[config.mk]
export PLATFORM = sky130hd
export DESIGN_NAME = lru_pinned_buffer_pool_core
export DESIGN_NICKNAME = d
export VERILOG_FILES = /design/src/rtl/lpbp_pkg.sv /design/src/rtl/lru_pinned_buffer_pool_core.sv
export SDC_FILE = /design/constraint.sdc
export NUM_CORES = 2
export LEC_CHECK = 0
export BUFFER_PORTS_ARGS = -buffer_cell sky130_fd_sc_hd__buf_2
export CAP_MARGIN = 20
export CORE_ASPECT_RATIO = 0.8
export CORE_UTILIZATION = 50
export DETAILED_ROUTE_END_ITERATION = 6
export GPL_TIMING_DRIVEN = 0
export PLACE_DENSITY = 0.68
export REMOVE_ABC_BUFFERS = 1
export SETUP_SLACK_MARGIN = 0.02
export SYNTH_ARGS = -nofsm -noshare
export SYNTH_HDL_FRONTEND = slang
export SYNTH_SLANG_ARGS = --single-unit
[constraint.sdc]
create_clock -name clock -period 10.5 [get_ports clock]
set_input_delay 0.525 -clock clock [delete_from_list [all_inputs] [get_ports clock]]
set_output_delay 0.525 -clock clock [all_outputs]
set_load 0.03 [all_outputs]
[src/rtl/lpbp_pkg.sv]
// Package for the pinned LRU buffer pool: sizes, opcodes, FSM states.
// No dependencies.
package lpbp_pkg;
   localparam int NumFrames = 16;
   localparam int FrameW = $clog2(NumFrames);
   localparam int CountW = $clog2(NumFrames + 1);
   localparam int TableW = 10;
   localparam int PageW = 32;
   localparam int CapW = 5;

   typedef enum logic [1:0] {
      FUNC_ACCESS = 2'd0,
      FUNC_UNPIN  = 2'd1,
      FUNC_CLOSE  = 2'd2,
      FUNC_FLUSH  = 2'd3
   } func_type;

   typedef enum logic [2:0] {
      ST_IDLE,
      ST_LOOKUP,
      ST_SCAN,
      ST_DECIDE,
      ST_OUT
   } state_type;
endpackage

[src/rtl/lru_pinned_buffer_pool_core.sv]
// Top level of the pinned LRU buffer pool: frame directory, sequencer, result register.
// Depends on lpbp_pkg.
//
// One request is taken at a time. An access or unpin passes through a lookup state
// (parallel tag compare over all frames), then a recency scan that walks frame slots
// one per cycle through a shared rank compare, then a decide state and an output
// state. A close or flush repeats a full scan per removed frame, finding the least
// recent matching frame each pass, plus one last pass that finds nothing. Each pass
// waits in the decide state while an earlier result is held by rsp_stall. Results
// leave through one output register; the next request is taken once the last
// result has transferred.
module lru_pinned_buffer_pool_core (
   input  logic clock,
   input  logic reset,
   input  logic csr_write_enable,
   input  logic [4:0] csr_write_data,
   input  logic req_valid,
   output logic req_stall,
   input  logic [1:0] req_func,
   input  logic [9:0] req_table_id,
   input  logic [31:0] req_page_num,
   input  logic req_dirty,
   output logic rsp_valid,
   input  logic rsp_stall,
   output logic [3:0] rsp_frame_index,
   output logic rsp_hit,
   output logic rsp_evict_valid,
   output logic rsp_writeback,
   output logic [9:0] rsp_out_table,
   output logic [31:0] rsp_out_page,
   output logic rsp_error,
   output logic rsp_last
);
   import lpbp_pkg::*;

   state_type state_ff, state_in;
   logic [CapW-1:0] cap_ff;
   logic [NumFrames-1:0] valid_ff, valid_in, pin_ff, pin_in, dirty_ff, dirty_in;
   logic [TableW-1:0] tab_ff [NumFrames];
   logic [PageW-1:0] page_ff [NumFrames];
   logic [FrameW-1:0] rank_ff [NumFrames];
   logic [CountW-1:0] occ_ff, occ_in;

   // latched request
   logic [1:0] func_ff;
   logic [TableW-1:0] rtab_ff;
   logic [PageW-1:0] rpage_ff;
   logic rdirty_ff;

   // lookup result and scan state
   logic hit_ff, hit_in;
   logic [FrameW-1:0] hidx_ff, hidx_in;
   logic [FrameW-1:0] scan_ff, scan_in;
   logic found_ff, found_in;
   logic [FrameW-1:0] best_ff, best_in;
   logic removed_ff, removed_in;

   // output register
   logic ovalid_ff, ovalid_in;
   logic [FrameW-1:0] ofi_ff, ofi_in;
   logic ohit_ff, ohit_in, oev_ff, oev_in, owb_ff, owb_in, oerr_ff, oerr_in;
   logic olast_ff, olast_in;
   logic [TableW-1:0] otab_ff, otab_in;
   logic [PageW-1:0] opage_ff, opage_in;

   // directory write commands from the sequencer
   logic do_remove, do_mru, do_alloc;
   logic [FrameW-1:0] tgt;

   logic [NumFrames-1:0] match;
   logic [NumFrames-1:0] freev;
   logic [FrameW-1:0] free_idx;
   logic [CountW-1:0] cap_eff;
   logic cand;
   logic [FrameW-1:0] sc;

   assign req_stall = (state_ff != ST_IDLE);
   assign rsp_valid = ovalid_ff;
   assign rsp_frame_index = ofi_ff;
   assign rsp_hit = ohit_ff;
   assign rsp_evict_valid = oev_ff;
   assign rsp_writeback = owb_ff;
   assign rsp_out_table = otab_ff;
   assign rsp_out_page = opage_ff;
   assign rsp_error = oerr_ff;
   assign rsp_last = olast_ff;

   always_comb begin
      cap_eff = CountW'(NumFrames);
      if (cap_ff == '0) cap_eff = CountW'(1);
      else if ({1'b0, cap_ff} < 6'(NumFrames)) cap_eff = CountW'(cap_ff);
   end

   // parallel tag compare and free-frame priority pick
   always_comb begin
      free_idx = '0;
      for (int i = 0; i < NumFrames; i++) begin
         match[i] = valid_ff[i] && tab_ff[i] == rtab_ff && page_ff[i] == rpage_ff;
         freev[i] = !valid_ff[i];
      end
      for (int i = NumFrames - 1; i >= 0; i--) begin
         if (freev[i]) free_idx = FrameW'(i);
      end
   end

   // shared scan compare: candidate at slot scan_ff
   always_comb begin
      sc = scan_ff;
      if (func_ff == FUNC_ACCESS) cand = valid_ff[sc] && !pin_ff[sc];
      else if (func_ff == FUNC_CLOSE) cand = valid_ff[sc] && tab_ff[sc] == rtab_ff;
      else cand = valid_ff[sc];
   end

   always_comb begin
      state_in = state_ff;
      hit_in = hit_ff;
      hidx_in = hidx_ff;
      scan_in = scan_ff;
      found_in = found_ff;
      best_in = best_ff;
      removed_in = removed_ff;
      ovalid_in = ovalid_ff;
      ofi_in = ofi_ff;
      ohit_in = ohit_ff;
      oev_in = oev_ff;
      owb_in = owb_ff;
      otab_in = otab_ff;
      opage_in = opage_ff;
      oerr_in = oerr_ff;
      olast_in = olast_ff;
      do_remove = 1'b0;
      do_mru = 1'b0;
      do_alloc = 1'b0;
      tgt = best_ff;
      if (ovalid_ff && !rsp_stall) ovalid_in = 1'b0;
      case (state_ff)
         ST_IDLE: begin
            if (req_valid) begin
               state_in = ST_LOOKUP;
               removed_in = 1'b0;
            end
         end
         ST_LOOKUP: begin
            hit_in = |match;
            hidx_in = '0;
            for (int i = 0; i < NumFrames; i++) begin
               if (match[i]) hidx_in = FrameW'(i);
            end
            scan_in = '0;
            found_in = 1'b0;
            state_in = ST_SCAN;
         end
         ST_SCAN: begin
            // advance one slot per cycle, keep lowest rank candidate
            if (cand && (!found_ff || rank_ff[sc] < rank_ff[best_ff])) begin
               found_in = 1'b1;
               best_in = sc;
            end
            if (scan_ff == FrameW'(NumFrames - 1)) state_in = ST_DECIDE;
            else scan_in = scan_ff + 1'b1;
         end
         ST_DECIDE: begin
            if (!ovalid_ff || !rsp_stall) begin
               ovalid_in = 1'b1;
               ofi_in = '0;
               ohit_in = 1'b0;
               oev_in = 1'b0;
               owb_in = 1'b0;
               otab_in = '0;
               opage_in = '0;
               oerr_in = 1'b0;
               olast_in = 1'b1;
               state_in = ST_OUT;
               if (func_ff == FUNC_UNPIN) begin
                  ohit_in = hit_ff;
                  ofi_in = hit_ff ? hidx_ff : '0;
               end else if (func_ff == FUNC_ACCESS) begin
                  if (hit_ff) begin
                     ohit_in = 1'b1;
                     ofi_in = hidx_ff;
                     do_mru = 1'b1;
                     tgt = hidx_ff;
                  end else if (occ_ff >= cap_eff) begin
                     if (!found_ff) oerr_in = 1'b1;
                     else begin
                        ofi_in = best_ff;
                        oev_in = 1'b1;
                        owb_in = dirty_ff[best_ff];
                        otab_in = tab_ff[best_ff];
                        opage_in = page_ff[best_ff];
                        do_remove = 1'b1;
                        do_alloc = 1'b1;
                        tgt = best_ff;
                     end
                  end else if (!(|freev)) oerr_in = 1'b1;
                  else begin
                     ofi_in = free_idx;
                     do_alloc = 1'b1;
                     tgt = free_idx;
                  end
               end else begin
                  // sweep: emit one removal per pass, last when none left
                  if (found_ff) begin
                     ofi_in = best_ff;
                     oev_in = 1'b1;
                     owb_in = dirty_ff[best_ff];
                     otab_in = tab_ff[best_ff];
                     opage_in = page_ff[best_ff];
                     olast_in = 1'b0;
                     do_remove = 1'b1;
                     removed_in = 1'b1;
                     scan_in = '0;
                     found_in = 1'b0;
                     state_in = ST_SCAN;
                  end else if (removed_ff) begin
                     // nothing more: previous result must carry last; drop
                     ovalid_in = ovalid_ff && rsp_stall;
                     state_in = ST_IDLE;
                  end
               end
            end
         end
         ST_OUT: begin
            if (!ovalid_ff || !rsp_stall) state_in = ST_IDLE;
         end
         default: state_in = ST_IDLE;
      endcase
   end

   // Sweeps need last on the final removal; look ahead by counting remaining matches.
   logic [CountW-1:0] left_cnt;
   always_comb begin
      left_cnt = '0;
      for (int i = 0; i < NumFrames; i++) begin
         if (valid_ff[i] && (func_ff == FUNC_FLUSH || tab_ff[i] == rtab_ff))
            left_cnt = left_cnt + 1'b1;
      end
   end

   // directory update
   always_comb begin
      valid_in = valid_ff;
      pin_in = pin_ff;
      dirty_in = dirty_ff;
      occ_in = occ_ff;
      if (state_ff == ST_DECIDE && func_ff == FUNC_UNPIN && hit_ff
            && (!ovalid_ff || !rsp_stall))
         pin_in[hidx_ff] = 1'b0;
      if (do_remove) begin
         valid_in[tgt] = 1'b0;
         pin_in[tgt] = 1'b0;
         dirty_in[tgt] = 1'b0;
         occ_in = occ_ff - 1'b1;
      end
      if (do_mru) begin
         pin_in[tgt] = 1'b1;
         if (rdirty_ff) dirty_in[tgt] = 1'b1;
      end
      if (do_alloc) begin
         valid_in[tgt] = 1'b1;
         pin_in[tgt] = 1'b1;
         dirty_in[tgt] = rdirty_ff;
         occ_in = do_remove ? occ_ff : occ_ff + 1'b1;
      end
   end

   always_ff @(posedge clock) begin
      if (reset) begin
         state_ff <= ST_IDLE;
         cap_ff <= CapW'(16);
         valid_ff <= '0;
         pin_ff <= '0;
         dirty_ff <= '0;
         occ_ff <= '0;
         ovalid_ff <= 1'b0;
      end else begin
         state_ff <= state_in;
         if (csr_write_enable) cap_ff <= csr_write_data;
         valid_ff <= valid_in;
         pin_ff <= pin_in;
         dirty_ff <= dirty_in;
         occ_ff <= occ_in;
         ovalid_ff <= ovalid_in;
      end
   end

   always_ff @(posedge clock) begin
      if (state_ff == ST_IDLE && req_valid) begin
         func_ff <= req_func;
         rtab_ff <= req_table_id;
         rpage_ff <= req_page_num;
         rdirty_ff <= req_dirty;
      end
      hit_ff <= hit_in;
      hidx_ff <= hidx_in;
      scan_ff <= scan_in;
      found_ff <= found_in;
      best_ff <= best_in;
      removed_ff <= removed_in;
      ofi_ff <= ofi_in;
      ohit_ff <= ohit_in;
      oev_ff <= oev_in;
      owb_ff <= owb_in;
      otab_ff <= otab_in;
      opage_ff <= opage_in;
      oerr_ff <= oerr_in;
      // a sweep removal is final when it takes the last matching frame
      olast_ff <= (do_remove && !do_alloc) ? (left_cnt == CountW'(1)) : olast_in;
      if (do_alloc) begin
         tab_ff[tgt] <= rtab_ff;
         page_ff[tgt] <= rpage_ff;
      end
      // recency: close the gap above a removed or promoted frame
      for (int j = 0; j < NumFrames; j++) begin
         if ((do_remove || do_mru) && valid_ff[j] && rank_ff[j] > rank_ff[tgt])
            rank_ff[j] <= rank_ff[j] - 1'b1;
      end
      if (do_mru) rank_ff[tgt] <= FrameW'(occ_ff - 1'b1);
      else if (do_alloc) rank_ff[tgt] <= FrameW'(do_remove ? occ_ff - 1'b1 : occ_ff);
   end

   assert property (@(posedge clock) disable iff (reset)
      occ_ff == CountW'($countones(valid_ff)))
      else $error("occupancy out of step with valid frames");
   assert property (@(posedge clock) disable iff (reset)
      (pin_ff & ~valid_ff) == '0)
      else $error("pin set on an empty frame");
   assert property (@(posedge clock) disable iff (reset)
      rsp_valid && rsp_error |-> !rsp_evict_valid && rsp_last)
      else $error("error result reports a removal");
endmodule
==> summary.txt <==
Worst setup path
  – Worst-case reg-to-reg path depth: 59
  – CP startpoint: rtab_ff[9]$_DFFE_PP_
  – Crit-path max FO: 10
  – CP bufs+invs: 5
  – Worst r2r src: rtab_ff[9]$_DFFE_PP_
  – Worst setup EP type: register
  – R2R Setup Slk: ~320 ps
  – CP max stage delay: approximately 440 ps
  – Cell mode on critical path: ha_1
  – CP startpoint kind: register
  – CP top delay family: adder cells
  – FF-to-FF End: rsp_last$_DFFE_PP_
  – Worst path arrival time: approximately 11000 ps
  – Worst EP required: between 10000 and 15000 ps
  – Critical Path Slowest Stage Cell: edfxtp_1
  – Critical path class: register to register

Logic synthesis
  – Ranking of synthesized cells by area: edfxtp_1, mux4_2, xnor2_1
  – Synth Flop Type: edfxtp_1
  – Syn Area/Cell: 13.9 µm²
  – Area leader, netlist: edfxtp_1
  – Warnings, synthesis: 0
  – Mapped Area: slightly above 50000 µm²
  – Post-synth EDFFs: approximately 850
  – Synth cell types: between 80 and 90
  – Seq/Total Area, Yosys: 0.534
  – Synthesized netlist cell count: between 3000 and 4000
  – Post-synth top area share: 0.506
  – Yosys reg bits: just over 900
  – Ys async rst share: 0

Hold path
  – Hold Path Class: primary input to register
  – Hold EP: cap_ff[4]$_SDFFE_PP1P_
  – Hold Path Depth: 3
  – Startpoint of the worst hold path: csr_write_data[4]

Global routing
  – Total gr overflow: 0
  – Number of global-route vias before repair: 31836
  – Largest net degree at the start of global routing: 57
  – First-pass GRT wire length: 222000 µm
  – All-Layer GR Usage: 0.300
  – Initial antenna violation count: 10

Clocking
  – Sink Count: just over 900
  – CTS tree: done
  – Max clock buf depth: 3
  – Root Buffer: clkbuf_16
  – Inserted Clock Buffers: 96
  – H-Tree Depth: 3
  – Clk slew on worst S/H paths: around 70 ps
  – Worst skew pair latency: ~720 ps

Final layout
  – Nets: around 4000
  – Fin cells: around 5300
  – Layout area overhead: 17.7%
  – Most common cell after layout, fill and taps aside: edfxtp_1
  – Share of cells above drive strength 1: 0.229
  – Cell area after layout: around 59000 µm²
  – Util after Layout: 0.597
  – Most frequent cells in the layout: edfxtp_1, xnor2_1, mux4_2, xor2_1, nand2_1

Timing
  – Worst Skew: around 55 ps
  – Fmax: between 0.09 and 0.1 GHz
  – Worst slew margin: 0.229
  – Slew Limit Fails: 0
  – Worst-margin pin slew: between 1000 and 1500 ps
  – Final hold viol count: 0
  – Final critical-path required period: 10180 ps
  – Post-route setup slack: 322 ps
  – Period utilization: 0.969
  – Final setup fails: 0

Placed design
  – DP HPWL: around 110000 µm
  – GP Congestion: 0.913
  – Worst slack, placed: -1130 ps
  – Dpl cells: about 5000
  – # port buffers: 107
  – DP Area: between 50000 and 60000 µm²

Route
  – DR iter-0 viols: 4775
  – Via count: 33642
  – Drt drc: 0
  – Routed wire per std cell: a little under 30 µm
  – Vias per cell: approximately 6.4
  – Detailed Route WL: approximately 150000 µm
  – DR pass1 iterations: 7
  – Antenna viol nets, final: 0

Power and ir drop
  – Total power: 0.00860 W
  – VDD IR max: about 0.18 mV
  – Power Dens Cells: between 100 and 150 nW/µm²
  – Leakage: between 15 and 20 nW

Status
  – Status: completed

Die
  – Die Area: about 100000 µm²
  – Starting Density: 0.507
  – Die width: about 360 µm
  – I/O pin total: 108
  – Floorplan core area: around 100000 µm²
  – Rows: a little over 100
  – Die Y: roughly 290 µm

Flow run
  – Max Cap Viol: 0
cells in the mapped netlist (12+ instances only):
| cell type | instances |
|---|---|
| mux4_2 | 313 |
| xnor2_1 | 486 |
| buf_1 | 50 |
| nand2b_1 | 33 |
| nand4_1 | 148 |
| mux2i_1 | 48 |
| clkbuf_1 | 148 |
| nor4_1 | 73 |
| inv_1 | 69 |
| nand3_1 | 47 |
| mux2_2 | 18 |
| o31ai_1 | 15 |
| buf_2 | 17 |
| nor2b_1 | 25 |
| a21oi_1 | 132 |
| nor2_1 | 151 |
| and2_1 | 52 |
| edfxtp_1 | 847 |
| xor2_1 | 267 |
| o211ai_1 | 15 |
| dfxtp_1 | 70 |
| a21o_1 | 12 |
| o21ai_0 | 89 |
| ha_1 | 109 |
| nor3_1 | 60 |
| nand2_1 | 168 |
metrics by stage:
step / hold slack, ps / setup TNS [ps]
2_1_floorplan: 437 / 0
3_3_place_gp: 455 / -1946500
3_5_place_dp: 464 / -1130
4_1_cts: 19.4 / 0
5_1_grt: 42.3 / -77.9
6_report: 47.1 / 0
kinds of logic (layout without fill, tap and decap cells):
group | Yosys count | after routing | share of synthesized area
AND/OR/NAND/NOR | 811 | 811 | 0.0844
adder cells (fa/ha/maj) | 110 | 110 | 0.0273
multiplexers | 379 | 379 | 0.154
AO/OA/AOI/OAI | 353 | 353 | 0.0428
XOR/XNOR | 763 | 763 | 0.135
flip-flops | 917 | 917 | 0.534
buffers and inverters | 289 | 612 | 0.0224
other | 0 | 4 | 0
registers in the layout (all words and copies together) (netlist names), 15 cells and up, named ones only:
register / count
dirty_ff: 15
page_ff: 512
pin_ff: 16
rank_ff: 64
rpage_ff: 32
rsp_out_page: 32
tab_ff: 160
valid_ff: 15
worst max-delay path by stage:
stage	endpoint	slack (ps)	cells past startpoint
6_report	rsp_last$_DFFE_PP_	320	59
5_1_grt	rsp_last$_DFFE_PP_	-80	59
4_1_cts	rsp_last$_DFFE_PP_	30	60
3_5_place_dp	rsp_last$_DFFE_PP_	-1130	55
3_3_place_gp	tab_ff[6][9]$_DFFE_PP_	-5290	8
2_1_floorplan	rsp_last$_DFFE_PP_	170	55
area by class of cell:
class	count	area, µm²
fill	7446	39900
sequential	917	26900
multi-input combinational	2416	22800
timing repair buffer	363	4290
clock buffer	119	2570
tap	1312	1640
clock inverter	60	756
inverter	70	265
antenna	4	10.0
worst register-to-register path: cells and delay by family, from the launching register on:
kind,cells,cell delay (ps)
fa+ha+maj,14,3760
simple gates,20,2060
compound gates,14,1790
xor+xnor,4,660
buf+inv,5,650
mux,2,550
flops,1,440
routing by layer:
metal | GRT usage | routed length, µm | up-vias
li1 | - | - | 14339
met2 | 0.434 | 67800 | 1961
met1 | 0.453 | 64100 | 17109
met4 | 0.0729 | 3760 | 4
met3 | 0.0757 | 18700 | 229
met5 | 0 | 30 | -
repair_timing:
item / in CTS / in global routing
pin swaps: 13 / 23
buffers inserted: 31 / 41
hold buffers: 44 / 0
gates cloned: 5 / 2
gates resized for setup: 23 / 42
endpoints found under the hold margin: 44 / 0
endpoints found under the setup margin: 1 / 1
power by group:
part	switching, W	internal [W]	total [W]
sequential	0.000101	0.00402	0.00413
clock	0.00153	0.00212	0.00365
combinational	0.000429	0.000398	0.000827
(Power assumes the default switching activity.)
